## src/hw/rtl/rgbw_pkg.sv

```systemverilog
// Shared types, mode codes and coefficient tables for the RGB to RGBW converter.
// No dependencies; every other RTL file in hw/rtl refers to it by scoped names.
`default_nettype none

package rgbw_pkg;

    // White extraction modes
    localparam logic [3:0] MODE_OFF      = 4'd0;
    localparam logic [3:0] MODE_SUBMIN   = 4'd1;
    localparam logic [3:0] MODE_WARM     = 4'd2;
    localparam logic [3:0] MODE_COOL     = 4'd3;
    localparam logic [3:0] MODE_AUTO     = 4'd4;
    localparam logic [3:0] MODE_AUTOMAX  = 4'd5;
    localparam logic [3:0] MODE_AUTOACC  = 4'd6;
    localparam logic [3:0] MODE_COLD     = 4'd7;
    localparam logic [3:0] MODE_NEUTRAL  = 4'd8;

    localparam int unsigned FRAC_BITS = 16;
    localparam int unsigned COEF_W    = 18;   // widest forward weight
    localparam int unsigned INV_W     = 20;   // widest inverse weight
    localparam int unsigned PROD_W    = 8 + COEF_W;
    localparam int unsigned IPROD_W   = 8 + INV_W;
    localparam int unsigned SCL_W     = PROD_W - FRAC_BITS;   // per-channel scaled value
    localparam int unsigned SUB_W     = IPROD_W - FRAC_BITS;  // amount taken off a channel

    // Forward weights and inverses, 16 fraction bits, lane 0 = red
    localparam logic [2:0][COEF_W-1:0] WARM_W = {18'd152895, 18'd29753, 18'd17957};
    localparam logic [2:0][INV_W-1:0]  WARM_I = {20'd28091, 20'd144352, 20'd239182};
    localparam logic [2:0][COEF_W-1:0] COOL_W = {18'd7471, 18'd38470, 18'd19595};
    localparam logic [2:0][INV_W-1:0]  COOL_I = {20'd574877, 20'd111646, 20'd219184};
    // Integer scale constants, divided by 255 with rounding
    localparam logic [2:0][COEF_W-1:0] COLD_K = {18'h000A0, 18'h000A0, 18'h000A0};
    localparam logic [2:0][COEF_W-1:0] NEUT_K = {18'h00070, 18'h000B0, 18'h000B0};

    typedef logic [2:0][7:0]        chan3_t;
    typedef logic [2:0][SCL_W-1:0]  scl3_t;
    typedef logic [2:0][SUB_W-1:0]  sub3_t;

    // Input and result words
    typedef struct packed {
        logic [7:0] red_in;
        logic [7:0] green_in;
        logic [7:0] blue_in;
    } pixel_in_t;

    typedef struct packed {
        logic [7:0] red_out;
        logic [7:0] green_out;
        logic [7:0] blue_out;
        logic [7:0] white_out;
    } pixel_out_t;

    // Scale stage to white stage
    typedef struct packed {
        logic       valid;
        logic [3:0] mode;
        chan3_t     ch;
        scl3_t      scl;
    } scaled_t;

    // White stage to extract stage
    typedef struct packed {
        logic       valid;
        logic [3:0] mode;
        chan3_t     ch;
        scl3_t      scl;
        logic [7:0] white;
    } white_t;

    // Forward multiplier coefficient for one lane
    function automatic logic [COEF_W-1:0] fwd_coef(input logic [3:0] mode,
                                                   input logic [1:0] lane);
        logic [COEF_W-1:0] c;
        begin
            unique case (mode)
                MODE_WARM:    c = WARM_W[lane];
                MODE_COOL:    c = COOL_W[lane];
                MODE_COLD:    c = COLD_K[lane];
                MODE_NEUTRAL: c = NEUT_K[lane];
                default:      c = '0;
            endcase
            return c;
        end
    endfunction

    // Inverse coefficient for one lane
    function automatic logic [INV_W-1:0] inv_coef(input logic [3:0] mode,
                                                  input logic [1:0] lane);
        logic [INV_W-1:0] c;
        begin
            unique case (mode)
                MODE_WARM: c = WARM_I[lane];
                MODE_COOL: c = COOL_I[lane];
                default:   c = '0;
            endcase
            return c;
        end
    endfunction

    // Rounded divide by 255 of a 16-bit value, saturating at 255
    function automatic logic [7:0] rdiv255(input logic [15:0] x);
        logic [16:0] y;
        logic [16:0] q;
        begin
            y = {1'b0, x} + 17'd127;
            q = (y + (y >> 8) + 17'd1) >> 8;
            return (q > 17'd255) ? 8'hFF : q[7:0];
        end
    endfunction

endpackage

`default_nettype wire

```

## src/hw/rtl/rgb_to_rgbw_converter.sv

```systemverilog
// Top level of the RGB to RGBW converter: mode register and five-stage pipeline.
// Depends on rgbw_pkg, rgbw_scale, rgbw_white and rgbw_extract.
//
//  channel   signals                          word           flow control
//  -------   -------------------------------  -------------  --------------------------
//  pixel     start, busy, pixel               pixel_in_t     taken when start && !busy
//  result    done, rgbw                       pixel_out_t    one-cycle strobe, no stall
//  config    cfg_valid, cfg_ready, cfg_data   4-bit mode     written when valid && ready
//
// One pixel per clock; busy is never raised. The stage registers are, in order:
// multiply, scale, white select, inverse multiply, subtract.
// The mode is sampled with each pixel and travels with it down the pipeline.
// Reset clears the valid bits and sets the mode to off (pass through, white 0).
`default_nettype none

module rgb_to_rgbw_converter (
    input  wire logic                 clk,
    input  wire logic                 rst_n,
    input  wire logic                 start,
    output logic                      busy,
    input  wire rgbw_pkg::pixel_in_t  pixel,
    output logic                      done,
    output rgbw_pkg::pixel_out_t      rgbw,
    input  wire logic                 cfg_valid,
    output logic                      cfg_ready,
    input  wire logic [3:0]           cfg_data
);

    logic [3:0]          mode_reg;
    logic                accept;
    rgbw_pkg::scaled_t   scaled_word;
    rgbw_pkg::white_t    white_word;

    assign busy      = 1'b0;
    assign cfg_ready = 1'b1;
    assign accept    = start && !busy;

    // Mode register
    always_ff @(posedge clk or negedge rst_n)
    begin
        if (!rst_n)
            mode_reg <= rgbw_pkg::MODE_OFF;
        else if (cfg_valid && cfg_ready)
            mode_reg <= cfg_data;
    end

    rgbw_scale u_scale (
        .clk         (clk),
        .rst_n       (rst_n),
        .in_valid    (accept),
        .mode        (mode_reg),
        .pixel       (pixel),
        .scaled_word (scaled_word)
    );

    rgbw_white u_white (
        .clk         (clk),
        .rst_n       (rst_n),
        .scaled_word (scaled_word),
        .white_word  (white_word)
    );

    rgbw_extract u_extract (
        .clk        (clk),
        .rst_n      (rst_n),
        .white_word (white_word),
        .done       (done),
        .rgbw       (rgbw)
    );

endmodule

`default_nettype wire

```

## src/hw/rtl/rgbw_scale.sv

```systemverilog
// First two pipeline stages: per-lane weight multiply, then scaled channel value.
// Depends on rgbw_pkg.
`default_nettype none

module rgbw_scale (
    input  wire logic                clk,
    input  wire logic                rst_n,
    input  wire logic                in_valid,
    input  wire logic [3:0]          mode,
    input  wire rgbw_pkg::pixel_in_t pixel,
    output rgbw_pkg::scaled_t        scaled_word
);

    rgbw_pkg::chan3_t                     ch_in;
    logic                                 a_valid_reg;
    logic [3:0]                           a_mode_reg;
    rgbw_pkg::chan3_t                     a_ch_reg;
    logic [2:0][rgbw_pkg::PROD_W-1:0]     a_prod_reg;
    logic [2:0][rgbw_pkg::PROD_W-1:0]     a_prod_next;
    logic                                 b_valid_reg;
    logic [3:0]                           b_mode_reg;
    rgbw_pkg::chan3_t                     b_ch_reg;
    rgbw_pkg::scl3_t                      b_scl_reg;
    rgbw_pkg::scl3_t                      b_scl_next;

    assign ch_in = {pixel.blue_in, pixel.green_in, pixel.red_in};

    // Lane multipliers: channel times mode weight
    for (genvar i = 0; i < 3; i++) begin : g_mul
        assign a_prod_next[i] = {{rgbw_pkg::COEF_W{1'b0}}, ch_in[i]}
                              * {8'd0, rgbw_pkg::fwd_coef(mode, 2'(i))};
    end

    // Scaled value per lane
    for (genvar i = 0; i < 3; i++) begin : g_scl
        always_comb
        begin
            case (a_mode_reg) inside
                rgbw_pkg::MODE_WARM,
                rgbw_pkg::MODE_COOL:
                    b_scl_next[i] = a_prod_reg[i][rgbw_pkg::PROD_W-1:rgbw_pkg::FRAC_BITS];
                rgbw_pkg::MODE_COLD,
                rgbw_pkg::MODE_NEUTRAL:
                    b_scl_next[i] = {{(rgbw_pkg::SCL_W-8){1'b0}},
                                     rgbw_pkg::rdiv255(a_prod_reg[i][15:0])};
                default:
                    b_scl_next[i] = {{(rgbw_pkg::SCL_W-8){1'b0}}, a_ch_reg[i]};
            endcase
        end
    end

    // Valid bits
    always_ff @(posedge clk or negedge rst_n)
    begin
        if (!rst_n)
        begin
            a_valid_reg <= 1'b0;
            b_valid_reg <= 1'b0;
        end
        else
        begin
            a_valid_reg <= in_valid;
            b_valid_reg <= a_valid_reg;
        end
    end

    // Payload
    always_ff @(posedge clk)
    begin
        a_mode_reg <= mode;
        a_ch_reg   <= ch_in;
        a_prod_reg <= a_prod_next;
        b_mode_reg <= a_mode_reg;
        b_ch_reg   <= a_ch_reg;
        b_scl_reg  <= b_scl_next;
    end

    assign scaled_word.valid = b_valid_reg;
    assign scaled_word.mode  = b_mode_reg;
    assign scaled_word.ch    = b_ch_reg;
    assign scaled_word.scl   = b_scl_reg;

endmodule

`default_nettype wire

```

## src/hw/rtl/rgbw_white.sv

```systemverilog
// Third pipeline stage: picks the white drive as minimum or maximum of the lanes, or zero.
// Depends on rgbw_pkg.
`default_nettype none

module rgbw_white (
    input  wire logic              clk,
    input  wire logic              rst_n,
    input  wire rgbw_pkg::scaled_t scaled_word,
    output rgbw_pkg::white_t       white_word
);

    logic [rgbw_pkg::SCL_W-1:0] lo01;
    logic [rgbw_pkg::SCL_W-1:0] lo;
    logic [rgbw_pkg::SCL_W-1:0] hi01;
    logic [rgbw_pkg::SCL_W-1:0] hi;
    logic [rgbw_pkg::SCL_W-1:0] pick;
    logic [7:0]                 white_next;
    logic                       valid_reg;
    logic [3:0]                 mode_reg;
    rgbw_pkg::chan3_t           ch_reg;
    rgbw_pkg::scl3_t            scl_reg;
    logic [7:0]                 white_reg;

    // Min and max of the three lanes
    assign lo01 = (scaled_word.scl[0] < scaled_word.scl[1]) ? scaled_word.scl[0]
                                                            : scaled_word.scl[1];
    assign lo   = (lo01 < scaled_word.scl[2]) ? lo01 : scaled_word.scl[2];
    assign hi01 = (scaled_word.scl[0] > scaled_word.scl[1]) ? scaled_word.scl[0]
                                                            : scaled_word.scl[1];
    assign hi   = (hi01 > scaled_word.scl[2]) ? hi01 : scaled_word.scl[2];

    // White select and clamp
    always_comb
    begin
        pick = (scaled_word.mode == rgbw_pkg::MODE_AUTOMAX) ? hi : lo;
        case (scaled_word.mode) inside
            rgbw_pkg::MODE_SUBMIN, rgbw_pkg::MODE_AUTOACC, rgbw_pkg::MODE_WARM,
            rgbw_pkg::MODE_COOL, rgbw_pkg::MODE_AUTO, rgbw_pkg::MODE_AUTOMAX,
            rgbw_pkg::MODE_COLD, rgbw_pkg::MODE_NEUTRAL:
                white_next = (pick > rgbw_pkg::SCL_W'(255)) ? 8'hFF : pick[7:0];
            default:
                white_next = 8'd0;
        endcase
    end

    always_ff @(posedge clk or negedge rst_n)
    begin
        if (!rst_n)
            valid_reg <= 1'b0;
        else
            valid_reg <= scaled_word.valid;
    end

    always_ff @(posedge clk)
    begin
        mode_reg  <= scaled_word.mode;
        ch_reg    <= scaled_word.ch;
        scl_reg   <= scaled_word.scl;
        white_reg <= white_next;
    end

    assign white_word.valid = valid_reg;
    assign white_word.mode  = mode_reg;
    assign white_word.ch    = ch_reg;
    assign white_word.scl   = scl_reg;
    assign white_word.white = white_reg;

endmodule

`default_nettype wire

```

## src/hw/rtl/rgbw_extract.sv

```systemverilog
// Last two pipeline stages: amount to remove per lane, then saturating subtract.
// Depends on rgbw_pkg.
`default_nettype none

module rgbw_extract (
    input  wire logic               clk,
    input  wire logic               rst_n,
    input  wire rgbw_pkg::white_t   white_word,
    output logic                    done,
    output rgbw_pkg::pixel_out_t    rgbw
);

    rgbw_pkg::sub3_t                    d_sub_next;
    logic [2:0][rgbw_pkg::IPROD_W-1:0]  iprod;
    logic                               d_valid_reg;
    rgbw_pkg::chan3_t                   d_ch_reg;
    rgbw_pkg::sub3_t                    d_sub_reg;
    logic [7:0]                         d_white_reg;
    rgbw_pkg::chan3_t                   e_out_next;
    logic                               e_valid_reg;
    rgbw_pkg::chan3_t                   e_out_reg;
    logic [7:0]                         e_white_reg;

    // Amount taken off each lane
    for (genvar i = 0; i < 3; i++) begin : g_sub
        assign iprod[i] = {{rgbw_pkg::INV_W{1'b0}}, white_word.white}
                        * {8'd0, rgbw_pkg::inv_coef(white_word.mode, 2'(i))};

        always_comb
        begin
            case (white_word.mode) inside
                rgbw_pkg::MODE_WARM, rgbw_pkg::MODE_COOL:
                    d_sub_next[i] = iprod[i][rgbw_pkg::IPROD_W-1:rgbw_pkg::FRAC_BITS];
                rgbw_pkg::MODE_SUBMIN, rgbw_pkg::MODE_AUTOACC:
                    d_sub_next[i] = {{(rgbw_pkg::SUB_W-8){1'b0}}, white_word.white};
                rgbw_pkg::MODE_COLD, rgbw_pkg::MODE_NEUTRAL:
                    d_sub_next[i] = {{(rgbw_pkg::SUB_W-8){1'b0}}, white_word.scl[i][7:0]};
                default:
                    d_sub_next[i] = '0;
            endcase
        end

        // Saturating subtract
        assign e_out_next[i] = (d_sub_reg[i] > {{(rgbw_pkg::SUB_W-8){1'b0}}, d_ch_reg[i]})
                             ? 8'd0
                             : d_ch_reg[i] - d_sub_reg[i][7:0];
    end

    always_ff @(posedge clk or negedge rst_n)
    begin
        if (!rst_n)
        begin
            d_valid_reg <= 1'b0;
            e_valid_reg <= 1'b0;
        end
        else
        begin
            d_valid_reg <= white_word.valid;
            e_valid_reg <= d_valid_reg;
        end
    end

    always_ff @(posedge clk)
    begin
        d_ch_reg    <= white_word.ch;
        d_sub_reg   <= d_sub_next;
        d_white_reg <= white_word.white;
        e_out_reg   <= e_out_next;
        e_white_reg <= d_white_reg;
    end

    assign done            = e_valid_reg;
    assign rgbw.red_out    = e_out_reg[0];
    assign rgbw.green_out  = e_out_reg[1];
    assign rgbw.blue_out   = e_out_reg[2];
    assign rgbw.white_out  = e_white_reg;

endmodule

`default_nettype wire

```

## config.mk

```make
export PLATFORM = sky130hd
export DESIGN_NAME = rgb_to_rgbw_converter
export DESIGN_NICKNAME = d
export VERILOG_FILES = /design/src/hw/rtl/rgbw_pkg.sv /design/src/hw/rtl/rgb_to_rgbw_converter.sv /design/src/hw/rtl/rgbw_scale.sv /design/src/hw/rtl/rgbw_white.sv /design/src/hw/rtl/rgbw_extract.sv
export SDC_FILE = /design/constraint.sdc
export NUM_CORES = 2
export LEC_CHECK = 0
export BUFFER_PORTS_ARGS = -buffer_cell sky130_fd_sc_hd__buf_2
export CORE_UTILIZATION = 50
export CTS_BUF_LIST = sky130_fd_sc_hd__clkbuf_8 sky130_fd_sc_hd__clkbuf_16
export CTS_CLUSTER_SIZE = 25
export DETAILED_ROUTE_END_ITERATION = 10
export PLACE_DENSITY = 0.72
export SYNTH_ARGS = -nofsm -noshare
export SYNTH_HDL_FRONTEND = slang
export SYNTH_SLANG_ARGS = --single-unit
```

## constraint.sdc

```tcl
create_clock -name clk -period 6.28 [get_ports clk]
set_input_delay 0.942 -clock clk [delete_from_list [all_inputs] [get_ports clk]]
set_output_delay 0.942 -clock clk [all_outputs]
set_load 0.005 [all_outputs]
```

# Word level (Yosys, flattened, before mapping)

Index checks and enable logic that the tools add are counted.

Order comparisons: 11
Equality and inequality tests: 22
Reductions and logical operators: 6
Add/subtract/negate cells: 12
Multipliers: 6
Multiplexer cells: 30

Operators with widths:

| cell                                                            | number |
|---|---|
| 2-to-1 mux 8 bit                                                | 11 |
| 2-to-1 mux 10 bit                                               | 8 |
| multiplier 8 x 18 -> 26 bit                                     | 3 |
| one-hot mux 18 bit (2 select lines)                             | 2 |
| one-hot mux 18 bit (4 select lines)                             | 1 |
| one-hot mux 16 bit (4 select lines)                             | 1 |
| 2-to-1 mux 12 bit                                               | 5 |
| one-hot mux 15 bit (4 select lines)                             | 1 |
| adder 16 x 7 -> 17 bit (second input constant)                  | 3 |
| adder 17 x 1 -> 17 bit (second input constant)                  | 3 |
| adder 17 x 9 -> 17 bit                                          | 3 |
| one-hot mux 20 bit (2 select lines)                             | 1 |
| greater-than comparator 12 x 8 -> 1 bit                         | 3 |
| equality test 4 x 2 -> 1 bit (second input constant)            | 8 |
| equality test 4 x 3 -> 1 bit (second input constant)            | 8 |
| multiplier 8 x 20 -> 28 bit                                     | 1 |
| greater-than comparator 9 x 8 -> 1 bit (second input constant)  | 3 |
| multiplier 8 x 16 -> 24 bit                                     | 1 |
| subtractor 8 bit                                                | 3 |
| multiplier 8 x 15 -> 23 bit                                     | 1 |
| greater-than comparator 10 bit                                  | 2 |
| < comparator 10 bit                                             | 2 |
| equality test 4 bit (second input constant)                     | 4 |
| greater-than comparator 10 x 8 -> 1 bit (second input constant) | 1 |
| other kinds (3)                                                 | 8 |

Logic and storage cells: 126
Register bits: 333
Output and inout port bits: 35

# Longest topological paths before layout

Depth in word-level cells: 7
Mapped depth: 25
Depth with buffers taken out: 25

# Cells and area by module

Synthesis repeated with hierarchy kept, for this count alone.

Cell total of the unflattened synthesis: 3434
Area total of the unflattened synthesis: 31510.2 sq um

Modules (own cells, without submodules):

| module                | area an instance (sq um) | seq. area each (sq um) | cells an instance | times used |
|---|---|---|---|---|
| rgbw_scale            | 15795.1                  | 3233.1                 | 1765              | 1 |
| rgbw_extract          | 12801.0                  | 2052.0                 | 1395              | 1 |
| rgbw_white            | 2746.4                   | 1346.3                 | 262               | 1 |
| rgb_to_rgbw_converter | 167.7                    | 100.1                  | 12                | 1 |

# Worst setup path after synthesis

Ideal clock, no wire load.

Path kind: reg-to-reg
Start point: register u_white.mode_reg[1]
End point: register u_extract.d_sub_reg[21] (netlist name)
Arrival time: 6.104 ns
Path buffers: 1
Setup slack: 0.049 ns
Cell stages (with the launch flop): 24
Period minus slack after synthesis: 6.231 ns
Cells stage by stage: dfxtp_1 nor2b_1 nor2b_1 clkbuf_1 nand2_1 nor2_1 inv_1 fa_1 inv_1 fa_1 inv_1 fa_1 fa_1 inv_1 ha_1 a21o_1 a21o_1 a21oi_1 a31oi_1 o31a_1 o41ai_1 o21ai_0 xnor2_1 nor2_1

Cells in the longest elaborated chain, start to end: 4
Elaborated cells between the ends (all ways): 6
Classes of those cells: mul: 1; eq/ne: 2; mux: 2; reduce/logical: 1

RTL lines:

| what                                | RTL line           | RTL |
|---|---|---|
| start, declared                     | rgbw_white.sv:19   | `logic [3:0] mode_reg;` |
| start signal, assigned              | rgbw_white.sv:56   | `mode_reg <= scaled_word.mode;` |
| equality test 4 x 2 -> 1 bit        | rgbw_pkg.sv:91     | `unique case (mode)` |
| one-hot mux 18 bit (2 select lines) | rgbw_pkg.sv:91     |  |
| multiplier 8 x 18 -> 26 bit         | rgbw_extract.sv:27 | `* {8'd0, rgbw_pkg::inv_coef(white_word.mode, 2'(i))};` |
| 2-to-1 mux 12 bit (*)               | rgbw_extract.sv:31 | `case (white_word.mode) inside` |
| end signal, assigned                | rgbw_extract.sv:66 | `d_sub_reg <= d_sub_next;` |
| end, declared                       | rgbw_extract.sv:17 | `rgbw_pkg::sub3_t d_sub_reg;` |

Mark *: on every way between the ends. The rest lies on a longest branch, timed or not.
A chain may end at the register's enable or synchronous reset.

==> impl_metrics.json <==
{
  "syn_area_per_cell_um2": 9.36,
  "avgViaCountPerCell": 5.13,
  "synth_simple_gate_area_share_pct": 10.8,
  "wire_per_inst_um": 16.6,
  "grt_usage_pct": 23.1,
  "root_buffer": "clkbuf_16",
  "grt_overflow_total": 0,
  "slew_violations": 0,
  "place_inst": 4043,
  "worstSetupEndpoint": "u_scale.a_prod_reg[49]$_DFF_P_",
  "synth_cells": 3181,
  "rows": 89,
  "worstPathRequired_ns": 6.77,
  "critPathArrivalTime_ns": 6.47,
  "cp_cell_sequence": "and4b_2 > or2_2 > and2_1 > or2_2 > fa_1 > fa_1 > inv_1 > fa_1 > inv_1 > fa_1 > ha_2 > and4_1 > o311ai_0 > and3_1 > a31oi_1 > a22o_1 > o41ai_1 > buf_4 > o2111ai_1 > a21oi_1 > xnor2_1",
  "cellPowerDensity_nw_per_um2": 256,
  "die_y_um": 246,
  "nets": 4131,
  "drc": 0,
  "ir_drop_mv": 0.232,
  "synth_mux_area_share_pct": 0.748,
  "die-width_um": 246,
  "firstDrtPassIters": 5,
  "grt_pass1_wl_um": 110000,
  "gp_congestion": 1.02,
  "cts_buffer_depth": 3,
  "grt_max_degree": 34,
  "r2r_cells": 21,
  "swShare_pct": 37.2,
  "via_count": 21125,
  "synth_top_family_by_area": "adder cells",
  "tightestPinTransition_ns": 0.985,
  "antenna_found_initial": 1,
  "synth-compound-area-share_pct": 10.3,
  "cts_buffers": 37,
  "r2r-end": "u_scale.a_prod_reg[49]$_DFF_P_",
  "place.port_buffers": 64,
  "tns_ns": 0,
  "setup_viol": 0,
  "multiInputGateArea_um2": 20500,
  "critPathTopFamily": "adder cells",
  "worstSetupPathType": "register to register",
  "dp_hpwl_um": 57800,
  "routed_wl_um": 68200,
  "synthXorXnorAreaFrac_pct": 4.68,
  "clk_pin_slew_worst_paths_ns": 0.06,
  "clock_skew_ns": 0.0283,
  "synthArstFlopShare_pct": 2.81,
  "synth_seq_cells": 320,
  "clock.fmax_mhz": 167,
  "syn_to_final_growth_pct": 10.8,
  "finalCritPeriodShare_pct": 95.2,
  "critPathLaunchType": "register",
  "slowest_stage": "fa_1",
  "ys_seq_area_share_pct": 21.7,
  "io_pins": 67,
  "fp.dieArea_um2": 60500,
  "p_clk_share_pct": 28.3,
  "cts.htree.levels": 2,
  "min_period_ns": 5.98,
  "crit_path_end_kind": "register",
  "max-slew-margin-rel_pct": 34.3,
  "clock-sinks": 320,
  "synth_top_area_cell": "fa_1",
  "p_seq_share_pct": 32.6,
  "max_cap_violations": 0,
  "path_buf_inv": 3,
  "netlist-cell-type-count": 84,
  "netlist_area_um2": 29800,
  "synthAdderAreaFrac_pct": 41.9,
  "combPwrFrac_pct": 39.0,
  "synth_top_cell_area_share_pct": 23.3,
  "fin_cells": 4114,
  "status": "finished, final reports clean",
  "clock_latency_ns": 0.58,
  "cp_max_fo": 6,
  "cts_tree": "yes",
  "seqCellArea_um2": 6450,
  "start_util_pct": 50.5,
  "yosys_warnings": 0,
  "r2r_slack_ns": 0.30,
  "critPathMaxStageDelay_ns": 0.56,
  "first_iter_violations": 1239,
  "worst_path_most_repeated_cell": "fa_1",
  "ant_nets": 0,
  "fillCellCount": 5120,
  "rr_startpoint": "mode_reg[2]$_DFFE_PN0P_",
  "grt_pass1_vias": 21423,
  "netSwitchingPower_mw": 3.14,
  "synth_flop_cell": "dfxtp_1",
  "drive_gt1_share_pct": 8.24,
  "yosysMostFrequentCell": "inv_1",
  "fp.coreArea_um2": 58900,
  "yosys-top-cells-count": "inv_1 (737), ha_1 (443), fa_1 (346), dfxtp_1 (311), nand2_1 (162)",
  "cp_num_cells": 21,
  "leakage_nw": 17.8,
  "synth_edf_count": 0,
  "hold_buffers": 0,
  "synth_area_leaders": "fa_1 (23%), dfxtp_1 (21%), ha_1 (19%)",
  "rsz0062_at_grt": "true",
  "p_int_mw": 5.31,
  "hp-class": "primary input to asynchronous set/reset pin",
  "critPathLaunch": "mode_reg[2]$_DFFE_PN0P_",
  "hold_violations": 0,
  "largest_register_ffs": 73
}
-- cells in the final DEF, fill, tap and decap left out, types with 33 or more instances in the layout --
| master | n |
|---|---|
| buf_4 | 65 |
| xnor2_1 | 103 |
| fa_1 | 345 |
| xor2_1 | 56 |
| a21oi_1 | 155 |
| inv_1 | 737 |
| nor2b_1 | 43 |
| a21o_1 | 54 |
| and2_1 | 64 |
| nand2_1 | 159 |
| ha_1 | 442 |
| buf_2 | 64 |
| clkbuf_16 | 37 |
| nor3_1 | 33 |
| nand2b_1 | 38 |
| o21ai_0 | 79 |
| dfxtp_1 | 311 |
| nor2_1 | 145 |
-- metrics by stage --
step	utilization, %	worst slack [ns]	hold slack, ns	power [mW]	area, um2
2_1_floorplan	-	0.0491	0.310	5.10	29800
3_3_place_gp	53.3	0.124	0.310	6.02	31400
3_5_place_dp	53.3	0.0224	0.312	6.07	31400
4_1_cts	55.7	0.152	0.174	8.51	32800
5_1_grt	56.0	-0.0143	0.193	9.10	33000
6_report	56.0	0.298	0.193	8.45	33000
-- power by group through the flow --
stage | clock, mW | combinational (mW) | sequential, mW
after CTS | 2.45 | 3.31 | 2.75
after detailed placement | 0 | 3.28 | 2.79
after global routing | 2.54 | 3.76 | 2.79
after floorplan | 0 | 2.43 | 2.67
after global placement | 0 | 3.23 | 2.79
final | 2.40 | 3.30 | 2.76
-- cells by family after synthesis --
family                   after synthesis
adder cells (fa/ha/maj)              789
buffers and inverters                784
AND/OR/NAND/NOR                      634
AO/OA/AOI/OAI                        472
flip-flops                           320
XOR/XNOR                             159
multiplexers                          21
other                                  2
-- worst min-delay path by stage --
| stage | start | end | slack [ns] | cells after the start |
|---|---|---|---|---|
| 4_1_cts | rst_n | u_scale.a_valid_reg$_DFF_PN0_ | 0.17 | 1 |
| 5_1_grt | rst_n | u_scale.a_valid_reg$_DFF_PN0_ | 0.19 | 1 |
| 3_5_place_dp | u_white.white_word[46]$_DFF_P_ | u_extract.d_ch_reg[8]$_DFF_P_ | 0.31 | 0 |
| 6_report | rst_n | u_scale.a_valid_reg$_DFF_PN0_ | 0.19 | 1 |
| 2_1_floorplan | u_white.white_word[38]$_DFF_P_ | u_extract.d_ch_reg[0]$_DFF_P_ | 0.31 | 0 |
| 3_3_place_gp | u_white.white_word[40]$_DFF_P_ | u_extract.d_ch_reg[2]$_DFF_P_ | 0.31 | 0 |
-- cell type report --
| cell class | instances | share of cell area, % |
|---|---|---|
| Clock inverter | 24 | 1.17 |
| Sequential cell | 320 | 19.6 |
| Multi-Input combinational cell | 2080 | 62.2 |
| Timing Repair Buffer | 131 | 2.57 |
| Inverter | 740 | 8.45 |
| Tap cell | 773 | 2.93 |
| Clock buffer | 44 | 3.10 |
| Antenna cell | 2 | 0.0152 |
-- repair_timing --
| item | CTS | global route |
|---|---|---|
| setup endpoints to repair | 1 | 26 |
| pin swaps | 0 | 5 |
| resized for setup | 1 | 32 |
| setup buffers | 0 | 1 |
-- layer usage --
metal	vias up	global-route usage (%)	part of all wire (%)
met5	-	0	0
met4	0	8.15	3.6
met3	150	3.22	4.8
met2	507	39.3	47
met1	10059	29.8	44
li1	10409	-	-
-- worst reg2reg max path: stages (launching register included) --
cell	delay, ns
dfrtp_1	0.44
and4b_2	0.29
or2_2	0.37
and2_1	0.20
or2_2	0.29
fa_1	0.49
fa_1	0.56
inv_1	0.07
fa_1	0.53
inv_1	0.06
fa_1	0.54
ha_2	0.31
and4_1	0.22
o311ai_0	0.08
and3_1	0.25
a31oi_1	0.12
a22o_1	0.24
o41ai_1	0.24
buf_4	0.18
o2111ai_1	0.11
a21oi_1	0.17
xnor2_1	0.13
(Power assumes the default switching activity.)
